$ cat config.mk
export PLATFORM = sky130hd
export DESIGN_NAME = rate_limited_mailbox_round_robin
export DESIGN_NICKNAME = d
export VERILOG_FILES = /design/src/rtl/rlmb_pkg.sv /design/src/rtl/rlmb_div.sv /design/src/rtl/rate_limited_mailbox_round_robin.sv
export SDC_FILE = /design/constraint.sdc
export NUM_CORES = 2
export LEC_CHECK = 0
export BUFFER_PORTS_ARGS = -buffer_cell sky130_fd_sc_hd__buf_4
export CORE_AREA = 2 2 649 328
export CTS_CLUSTER_DIAMETER = 100
export DETAILED_ROUTE_END_ITERATION = 10
export DIE_AREA = 0 0 651 330
export SYNTH_ARGS = -nofsm -noshare
export SYNTH_HDL_FRONTEND = slang
export SYNTH_SLANG_ARGS = --single-unit
export TNS_END_PERCENT = 50
$ cat constraint.sdc
create_clock -name clk -period 8.8 [get_ports clk]
set_clock_uncertainty 0.05 [all_clocks]
set_input_delay 1.76 -clock clk [delete_from_list [all_inputs] [get_ports clk]]
set_output_delay 1.76 -clock clk [all_outputs]
set_load 0.01 [all_outputs]
$ cat src/rtl/rlmb_pkg.sv
package rlmb_pkg;

  // Slot count and widths of the fixed fields.
  localparam int NUM_CHANNELS = 8;
  localparam int SLOT_W       = 3;
  localparam int FPS_W        = 10;
  localparam int TIME_W       = 32;
  localparam int AGE_W        = 16;

  // Milliseconds per second, the dividend of the interval division.
  localparam logic [FPS_W-1:0] MS_PER_SEC = FPS_W'(1000);

  // Command codes.
  localparam logic [2:0] CMD_REGISTER   = 3'd0;
  localparam logic [2:0] CMD_UNREGISTER = 3'd1;
  localparam logic [2:0] CMD_SUBMIT     = 3'd2;
  localparam logic [2:0] CMD_SELECT     = 3'd3;
  localparam logic [2:0] CMD_COMPLETE   = 3'd4;
  localparam logic [2:0] CMD_START      = 3'd5;
  localparam logic [2:0] CMD_STOP       = 3'd6;

  // Status codes.
  localparam logic [2:0] STS_OK        = 3'd0;
  localparam logic [2:0] STS_NOT_ACC   = 3'd1;
  localparam logic [2:0] STS_UNKNOWN   = 3'd2;
  localparam logic [2:0] STS_DUPLICATE = 3'd3;
  localparam logic [2:0] STS_NONE      = 3'd4;

  // Configuration register indexes.
  localparam logic REG_MAX_FRAME_AGE = 1'b0;

endpackage

$ cat src/rtl/rlmb_div.sv
module rlmb_div (
  input  logic                      clk,
  input  logic                      rst,
  input  logic                      go,
  input  logic [rlmb_pkg::FPS_W-1:0] divisor,
  output logic                      done,
  output logic [rlmb_pkg::FPS_W-1:0] quotient
);
  import rlmb_pkg::*;

  localparam int CNT_W = $clog2(FPS_W + 1);

  logic [FPS_W-1:0] dvsr;
  logic [FPS_W-1:0] dvnd;
  logic [FPS_W-1:0] rem;
  logic [CNT_W-1:0] cnt;
  logic             run;
  logic [FPS_W:0]   trial;
  logic             fits;

  // One quotient bit per cycle, restoring division of the constant dividend.
  assign trial = {rem, dvnd[FPS_W-1]};
  assign fits  = trial >= {1'b0, dvsr};

  always_ff @(posedge clk) begin
    if (rst) begin
      run  <= 1'b0;
      done <= 1'b0;
      cnt  <= '0;
    end else begin
      done <= 1'b0;
      if (go) begin
        run      <= 1'b1;
        cnt      <= '0;
        dvsr     <= divisor;
        dvnd     <= MS_PER_SEC;
        rem      <= '0;
        quotient <= '0;
      end else if (run) begin
        dvnd     <= {dvnd[FPS_W-2:0], 1'b0};
        rem      <= fits ? FPS_W'(trial - {1'b0, dvsr}) : trial[FPS_W-1:0];
        quotient <= {quotient[FPS_W-2:0], fits};
        cnt      <= cnt + 1'b1;
        if (cnt == CNT_W'(FPS_W - 1)) begin
          run  <= 1'b0;
          done <= 1'b1;
        end
      end
    end
  end

endmodule

$ cat src/rtl/rate_limited_mailbox_round_robin.sv
// Channel     | Direction | Transaction
// command     | in        | start high while busy low; fields sampled at that edge
// result      | out       | done high for one cycle; fields valid in that cycle
// config APB  | in/out    | write at psel & penable & pwrite & pready
//
// Start, stop, unregister and complete are handled in the idle state; submit reads the
// slot memory, then writes it back.
// Register waits on the bit-serial interval divider.
// Select makes one pipelined memory read per slot, plus a close.
// Reset is synchronous; the slot memory needs no clearing pass.
// The result cannot be stalled; busy holds off further commands.
module rate_limited_mailbox_round_robin (
  input  logic                            clk,
  input  logic                            rst,
  input  logic                            start,
  output logic                            busy,
  input  logic [2:0]                      command,
  input  logic [rlmb_pkg::SLOT_W-1:0]     channel_slot,
  input  logic [rlmb_pkg::FPS_W-1:0]      target_fps,
  input  logic [rlmb_pkg::TIME_W-1:0]     frame_tag,
  input  logic [rlmb_pkg::TIME_W-1:0]     frame_time,
  input  logic [rlmb_pkg::TIME_W-1:0]     now_time,
  output logic                            done,
  output logic [2:0]                      status,
  output logic                            dispatched,
  output logic [rlmb_pkg::SLOT_W-1:0]     out_channel,
  output logic [rlmb_pkg::TIME_W-1:0]     out_frame_tag,
  output logic [rlmb_pkg::TIME_W-1:0]     out_frame_time,
  output logic [rlmb_pkg::TIME_W-1:0]     out_submitted_at,
  output logic                            wake_valid,
  output logic [rlmb_pkg::TIME_W-1:0]     wake_time,
  output logic                            replaced,
  output logic                            throttled,
  output logic [3:0]                      stale_count,
  output logic                            deliver,
  input  logic                            psel,
  input  logic                            penable,
  input  logic                            pwrite,
  input  logic [2:0]                      paddr,
  input  logic [31:0]                     pwdata,
  output logic [31:0]                     prdata,
  output logic                            pready
);
  import rlmb_pkg::*;

  localparam logic [2:0] ST_IDLE = 3'd0;
  localparam logic [2:0] ST_DIV  = 3'd1;
  localparam logic [2:0] ST_SUB  = 3'd2;
  localparam logic [2:0] ST_SCAN = 3'd3;
  localparam logic [2:0] ST_FIN  = 3'd4;

  typedef struct packed {
    logic [TIME_W-1:0] tag;
    logic [TIME_W-1:0] ftime;
    logic [TIME_W-1:0] subm;
    logic [TIME_W-1:0] elig;
    logic [FPS_W-1:0]  intv;
  } entry_t;

  typedef struct packed {
    logic [2:0]        status;
    logic              dispatched;
    logic [SLOT_W-1:0] out_channel;
    logic [TIME_W-1:0] out_frame_tag;
    logic [TIME_W-1:0] out_frame_time;
    logic [TIME_W-1:0] out_submitted_at;
    logic              wake_valid;
    logic [TIME_W-1:0] wake_time;
    logic              replaced;
    logic              throttled;
    logic [3:0]        stale_count;
    logic              deliver;
  } res_t;

  logic [2:0]              state;
  logic [NUM_CHANNELS-1:0] used, regd, running, full;
  logic [SLOT_W-1:0]       rr_pointer;
  logic                    accepting;
  logic [AGE_W-1:0]        max_frame_age;

  logic [SLOT_W-1:0]       slot_q, ptr_q, ev_slot;
  logic [TIME_W-1:0]       tag_q, ftime_q, now_q, cutoff_q;
  logic                    age_en_q;
  logic [3:0]              scan_cnt;
  logic [3:0]              drops;
  logic                    wv, done_sel;
  logic [TIME_W-1:0]       wake;
  logic [SLOT_W-1:0]       sel_ch;
  logic [TIME_W-1:0]       sel_tag, sel_time, sel_sub;

  entry_t                  mem [NUM_CHANNELS];
  entry_t                  rd_data, wr_data;
  logic [SLOT_W-1:0]       rd_addr, wr_addr;
  logic                    wr_en;

  logic                    accept, in_range;
  logic                    div_go, div_done;
  logic [FPS_W-1:0]        div_q, divisor;
  logic                    stale_now, cand_now, early_now, disp_now;
  logic [TIME_W:0]         elig_sum;
  logic [TIME_W-1:0]       elig_sat;
  res_t                    res, res_next;
  logic                    fire;

  assign busy     = state != ST_IDLE;
  assign accept   = start && !busy;
  assign in_range = 32'(channel_slot) < NUM_CHANNELS;
  assign divisor  = (target_fps == '0) ? FPS_W'(1) : target_fps;
  assign div_go   = accept && command == CMD_REGISTER && in_range && !used[channel_slot];

  rlmb_div u_div (
    .clk     (clk),
    .rst     (rst),
    .go      (div_go),
    .divisor (divisor),
    .done    (div_done),
    .quotient(div_q)
  );

  // Configuration port.
  assign pready = 1'b1;
  assign prdata = (paddr == 3'd0) ? {16'd0, max_frame_age} : 32'd0;

  always_ff @(posedge clk) begin
    if (rst) begin
      max_frame_age <= '0;
    end else if (psel && penable && pwrite && pready && paddr[2] == REG_MAX_FRAME_AGE
                 && paddr[1:0] == 2'd0) begin
      max_frame_age <= pwdata[AGE_W-1:0];
    end
  end

  // Slot evaluation during a select scan.
  always_comb begin
    stale_now = age_en_q && used[ev_slot] && full[ev_slot] && rd_data.ftime != '0
                && rd_data.ftime < cutoff_q;
    cand_now  = used[ev_slot] && regd[ev_slot] && full[ev_slot] && !stale_now
                && !running[ev_slot] && !done_sel;
    early_now = now_q < rd_data.elig;
    disp_now  = state == ST_SCAN && cand_now && !early_now;
    elig_sum  = {1'b0, now_q} + (TIME_W + 1)'(rd_data.intv);
    elig_sat  = elig_sum[TIME_W] ? '1 : elig_sum[TIME_W-1:0];
  end

  // Memory addressing and write-back.
  always_comb begin
    rd_addr = slot_q;
    if (state == ST_IDLE) begin
      rd_addr = (command == CMD_SELECT) ? rr_pointer : channel_slot;
    end else if (state == ST_SCAN) begin
      rd_addr = ptr_q + scan_cnt[SLOT_W-1:0];
    end
    wr_en   = 1'b0;
    wr_addr = slot_q;
    wr_data = rd_data;
    case (state)
      ST_DIV: begin
        wr_en   = div_done;
        wr_data = '{tag: '0, ftime: '0, subm: '0, elig: '0, intv: div_q};
      end
      ST_SUB: begin
        wr_en         = 1'b1;
        wr_data.tag   = tag_q;
        wr_data.ftime = ftime_q;
        wr_data.subm  = now_q;
      end
      ST_SCAN: begin
        wr_en        = disp_now;
        wr_addr      = ev_slot;
        wr_data.elig = elig_sat;
      end
      default: begin
        wr_en = 1'b0;
      end
    endcase
  end

  always_ff @(posedge clk) begin
    if (wr_en) begin
      mem[wr_addr] <= wr_data;
    end
    rd_data <= mem[rd_addr];
  end

  // Result of the current transaction.
  always_comb begin
    res_next = '0;
    fire     = 1'b0;
    case (state)
      ST_IDLE: begin
        if (accept) begin
          case (command)
            CMD_REGISTER: begin
              if (!in_range) begin
                fire            = 1'b1;
                res_next.status = STS_UNKNOWN;
              end else if (used[channel_slot]) begin
                fire            = 1'b1;
                res_next.status = STS_DUPLICATE;
              end
            end
            CMD_UNREGISTER: begin
              fire = 1'b1;
              if (!in_range || !used[channel_slot]) res_next.status = STS_UNKNOWN;
            end
            CMD_SUBMIT: begin
              if (!accepting) begin
                fire            = 1'b1;
                res_next.status = STS_NOT_ACC;
              end else if (!in_range || !used[channel_slot] || !regd[channel_slot]) begin
                fire            = 1'b1;
                res_next.status = STS_UNKNOWN;
              end
            end
            CMD_SELECT: begin
              if (!accepting) begin
                fire            = 1'b1;
                res_next.status = STS_NOT_ACC;
              end
            end
            CMD_COMPLETE: begin
              fire = 1'b1;
              if (!in_range || !used[channel_slot]) begin
                res_next.status = STS_UNKNOWN;
              end else if (running[channel_slot]) begin
                res_next.deliver = accepting && regd[channel_slot];
              end
            end
            default: begin
              fire = 1'b1;
            end
          endcase
        end
      end
      ST_DIV: begin
        fire = div_done;
      end
      ST_SUB: begin
        fire               = 1'b1;
        res_next.replaced  = full[slot_q];
        res_next.throttled = running[slot_q] || now_q < rd_data.elig;
      end
      ST_FIN: begin
        fire                      = 1'b1;
        res_next.status           = done_sel ? STS_OK : STS_NONE;
        res_next.dispatched       = done_sel;
        res_next.out_channel      = sel_ch;
        res_next.out_frame_tag    = sel_tag;
        res_next.out_frame_time   = sel_time;
        res_next.out_submitted_at = sel_sub;
        res_next.wake_valid       = !done_sel && wv;
        res_next.wake_time        = (!done_sel && wv) ? wake : '0;
        res_next.stale_count      = drops;
      end
      default: begin
        fire = 1'b0;
      end
    endcase
  end

  always_ff @(posedge clk) begin
    if (rst) begin
      done <= 1'b0;
    end else begin
      done <= fire;
    end
    if (fire) begin
      res <= res_next;
    end
  end

  assign status           = res.status;
  assign dispatched       = res.dispatched;
  assign out_channel      = res.out_channel;
  assign out_frame_tag    = res.out_frame_tag;
  assign out_frame_time   = res.out_frame_time;
  assign out_submitted_at = res.out_submitted_at;
  assign wake_valid       = res.wake_valid;
  assign wake_time        = res.wake_time;
  assign replaced         = res.replaced;
  assign throttled        = res.throttled;
  assign stale_count      = res.stale_count;
  assign deliver          = res.deliver;

  // Sequencer and per-slot flags.
  always_ff @(posedge clk) begin
    if (rst) begin
      state      <= ST_IDLE;
      used       <= '0;
      regd       <= '0;
      running    <= '0;
      full       <= '0;
      rr_pointer <= '0;
      accepting  <= 1'b0;
      done_sel   <= 1'b0;
      scan_cnt   <= '0;
    end else begin
      case (state)
        ST_IDLE: begin
          if (accept) begin
            slot_q  <= channel_slot;
            tag_q   <= frame_tag;
            ftime_q <= frame_time;
            now_q   <= now_time;
            case (command)
              CMD_REGISTER: begin
                if (div_go) state <= ST_DIV;
              end
              CMD_UNREGISTER: begin
                if (in_range && used[channel_slot]) begin
                  regd[channel_slot] <= 1'b0;
                  full[channel_slot] <= 1'b0;
                  if (!running[channel_slot]) used[channel_slot] <= 1'b0;
                end
              end
              CMD_SUBMIT: begin
                if (accepting && in_range && used[channel_slot] && regd[channel_slot]) begin
                  state <= ST_SUB;
                end
              end
              CMD_SELECT: begin
                if (accepting) begin
                  state    <= ST_SCAN;
                  ptr_q    <= rr_pointer;
                  ev_slot  <= rr_pointer;
                  scan_cnt <= 4'd1;
                  drops    <= '0;
                  wv       <= 1'b0;
                  wake     <= '1;
                  done_sel <= 1'b0;
                  sel_ch   <= '0;
                  sel_tag  <= '0;
                  sel_time <= '0;
                  sel_sub  <= '0;
                  age_en_q <= max_frame_age != '0 && now_time > TIME_W'(max_frame_age);
                  cutoff_q <= now_time - TIME_W'(max_frame_age);
                end
              end
              CMD_COMPLETE: begin
                if (in_range && used[channel_slot] && running[channel_slot]) begin
                  running[channel_slot] <= 1'b0;
                  if (!regd[channel_slot]) begin
                    used[channel_slot] <= 1'b0;
                    full[channel_slot] <= 1'b0;
                  end
                end
              end
              CMD_START: begin
                accepting <= 1'b1;
              end
              CMD_STOP: begin
                if (accepting) begin
                  accepting <= 1'b0;
                  full      <= '0;
                end
              end
              default: begin
                state <= ST_IDLE;
              end
            endcase
          end
        end
        ST_DIV: begin
          if (div_done) begin
            used[slot_q]    <= 1'b1;
            regd[slot_q]    <= 1'b1;
            running[slot_q] <= 1'b0;
            full[slot_q]    <= 1'b0;
            state           <= ST_IDLE;
          end
        end
        ST_SUB: begin
          full[slot_q] <= 1'b1;
          state        <= ST_IDLE;
        end
        ST_SCAN: begin
          // Stale frames are dropped first; the first ready slot is dispatched.
          if (stale_now) begin
            full[ev_slot] <= 1'b0;
            drops         <= drops + 1'b1;
          end
          if (disp_now) begin
            full[ev_slot]    <= 1'b0;
            running[ev_slot] <= 1'b1;
            rr_pointer       <= ev_slot + 1'b1;
            done_sel         <= 1'b1;
            sel_ch           <= ev_slot;
            sel_tag          <= rd_data.tag;
            sel_time         <= rd_data.ftime;
            sel_sub          <= rd_data.subm;
          end else if (cand_now) begin
            wv <= 1'b1;
            if (rd_data.elig < wake) wake <= rd_data.elig;
          end
          if (scan_cnt == 4'(NUM_CHANNELS)) begin
            state <= ST_FIN;
          end else begin
            ev_slot  <= ptr_q + scan_cnt[SLOT_W-1:0];
            scan_cnt <= scan_cnt + 1'b1;
          end
        end
        ST_FIN: begin
          state <= ST_IDLE;
        end
        default: begin
          state <= ST_IDLE;
        end
      endcase
    end
  end

`ifndef SYNTH
  a_result_follows_work: assert property (@(posedge clk) disable iff (rst)
    done |-> ($past(start) && !$past(busy)) || $past(busy))
    else $error("result without a transaction in progress");

  a_flag_hierarchy: assert property (@(posedge clk) disable iff (rst)
    ((regd & ~used) == '0) && ((running & ~used) == '0) && ((full & ~regd) == '0))
    else $error("slot flags inconsistent");

  a_dispatch_excludes_wake: assert property (@(posedge clk) disable iff (rst)
    done && dispatched |-> !wake_valid && status == STS_OK)
    else $error("dispatch reported with wake time");

  a_dispatch_marks_running: assert property (@(posedge clk) disable iff (rst)
    disp_now |=> running[$past(ev_slot)] && rr_pointer == $past(ev_slot) + 1'b1)
    else $error("dispatched slot not marked running");
`endif

endmodule

==> metrics <==
Max clock buf depth 4; Max-Cap Viols 0; Top reg by flops mem; crit path cell chain ha_1 > nand4_1 > nor4_1 > o21ai_0 > a31oi_1 > o311ai_1 > a211o_1 > o21a_1 > nor2_4 > buf_12; Clock transition at path regs 0.06 ns; post-synthesis cell area 73010 um^2; # IOs 331; Routed WL 204.3 mm; post-layout min period 5.418 ns; post-detail-place hpwl 126.0 mm; share of cells above drive strength 1 16.12%; Synth area leaders edfxtp_1, mux2i_1, dfxtp_1; Highest Clock Rate 184.6 MHz; worst min path class reg -> reg; VDD IR max 146.6 uV; Post-CTS Hold Fix Bufs 0; Max H-tree Level 4; vias in the first global route 40930; EDFF count, synth 1558; Largest regs mem x1104, rd_data x138; Worst Tran Pin Value 1.228 ns; final hold violation count 0; Sink Count 1763; sequential share of the synthesized area 69.70%; most frequent cells after synthesis edfxtp_1, mux2i_1, and3_1; Main synth FF type edfxtp_1; count leader, synth edfxtp_1; vias 41750; final period utilization 61.57%; Slew HR 17.08%; post-CTS sizing 0; post-synth cell types 76; Critical Path AT 5.78 ns; gr ovfl total 0; Worst R2R Setup Slack 3.38 ns; initial core utilization 34.90%; CP Capture Type flop; Core ar. 209200 um^2; kind of cell adding the most delay to the critical path compound AO/OA/AOI/OAI gates; CTS tree built; overall routing resource usage 18.55%; Pre-antenna DRT Iters 5; die area 214800 um^2; DIE HEIGHT 330 um; first-pass GRT wire length 290.5 mm; Slew Limit Fails 0; Final Wtd Congestion 0.8955; row count 119; total CTS buffers 171; Wirelength per Cell 25.69 um; Die Wd 651 um; delay of the slowest cell on the worst path 0.76 ns; CP max FO 76; Cells after Synth 4732; Startpoint Class flop; via density per instance 5.249; DRC viols 0; RSZ-0062 raised after global routing no; Worst Path Buf+Inv 1; Yosys warnings 0; Avg Cell Area, Syn 15.43 um^2; Worst-Skew Late Latency 0.84 ns; area leader, netlist edfxtp_1; run status finished clean; Power Dens Cells 219.6 nW/um^2; Antenna Nets Post-Route 0; Worst Path Class, Setup reg -> reg; # port buffers 297; ys async rst share 0%; Pleak 32.16 nW; Worst Path Required 9.16 ns; Synth Register Bits 1763; Largest register FFs 1104; Root Driver clkbuf_16; pin count of the biggest net entering global routing 130; final worst slack 3.382 ns; post-synth top area share 64.08%; initial antenna violation count 30; Slowest-stage cell, CP nor2_4; Post-Route Setup TNS 0 ns; Synth-to-Final Area Change 15.36%; fill count 18940; Post-Place Worst Slack 3.274 ns; drt initial violations 4605; setup violators final 0; Final Net Count 5320; postcts setup bufs 0
## metal layers
layer / global-route usage, % / wire (um) / up-vias
met1: 27.58 / 95130 / 21220
met5: 0 / 34 / -
met2: 26.54 / 85760 / 1605
met4: 4.525 / 4380 / 6
li1: - / - / 18660
met3: 5.267 / 19040 / 260
## area by class of cell
cell class                      count  area [um^2]  area share, %
Clock buffer                      225         4715          5.597
Tap cell                         2783         3482          4.134
Inverter                          166        623.1         0.7398
Timing Repair Buffer              378         3126          3.711
Multi-Input combinational cell   2547        20530          24.37
Clock inverter                     81        829.5         0.9849
Antenna cell                       10        25.02        0.02971
Sequential cell                  1763        50900          60.43
## per-stage QoR
stage          utilization [%]  cells  hold slack (ns)  power (mW)  instance area [um^2]
2_1_floorplan                -   4747           0.4010       10.65                 73070
3_3_place_gp             37.60   7636           0.4308       11.20                 78650
3_5_place_dp             37.60   7636           0.4344       11.24                 78650
4_1_cts                  40.25   7942           0.4447       18.65                 84190
5_1_grt                  40.26   7948           0.4519       19.12                 84210
6_report                 40.26   7953           0.4458       18.50                 84230
## power by group
| part | switching (mW) | leakage (nW) | internal, mW |
|---|---|---|---|
| logic | 0.924 | 13.5 | 0.588 |
| registers | 0.167 | 15.9 | 9.41 |
| clock network | 3.24 | 2.70 | 4.18 |
## cell families (layout without fill, tap and decap cells)
| logic type | after synthesis | count (layout) | synth area share (%) |
|---|---|---|---|
| DFF | 1763 | 1763 | 69.70 |
| muxes | 984 | 984 | 13.77 |
| and+or+nand+nor | 807 | 807 | 5.806 |
| AOI/OAI and AO/OA | 535 | 535 | 4.980 |
| buffers and inverters | 437 | 850 | 2.519 |
| adders and majority gates | 140 | 140 | 2.440 |
| xor gates and xnor gates | 64 | 64 | 0.7677 |
| other | 2 | 27 | 0.01029 |
## path summary, 6_finish.rpt
check / start / endpoint / cells after the start
max: now_q[17] / mem[5][131] / 10
min: u_div.dvnd[6] / u_div.dvnd[7] / 1
max reg2reg: now_q[17] / mem[5][131] / 10
min reg2reg: u_div.dvnd[6] / u_div.dvnd[7] / 1
## worst register-to-register path, delay by kind of cell, from the launching register on
kind                     cells  cell delay (ns)
AND/OR/NAND/NOR              3             1.53
AO/OA/AOI/OAI                5             1.72
buffers and inverters        1             0.56
flip-flops                   1             0.59
adder cells (fa/ha/maj)      1             0.41
## cells in the final DEF (no fill, tap or decap), drive strengths merged, types with 11 or more instances in the layout
cell type,Yosys,final
o31ai,14,14
ha,136,136
nand2,195,195
bufinv,0,13
xor2,35,35
o21ai,80,80
edfxtp,1558,1558
clkbuf,152,226
nor2,104,104
nor2b,22,22
a21oi,149,149
mux2i,839,839
a22o,99,99
xnor2,29,29
buf,119,377
conb,2,17
a221oi,16,16
a211oi,22,22
inv,165,172
or3,13,13
a21o,23,23
nand4,23,23
nand3,43,43
or2,11,11
nor4,21,21
and3,251,251
a31oi,13,13
nor3,51,51
and2,40,40
mux2,143,143
o21a,16,16
nand2b,20,20
dfxtp,205,205
o22ai,27,27
clkinv,1,52
Power figures use the tool's default switching activity.
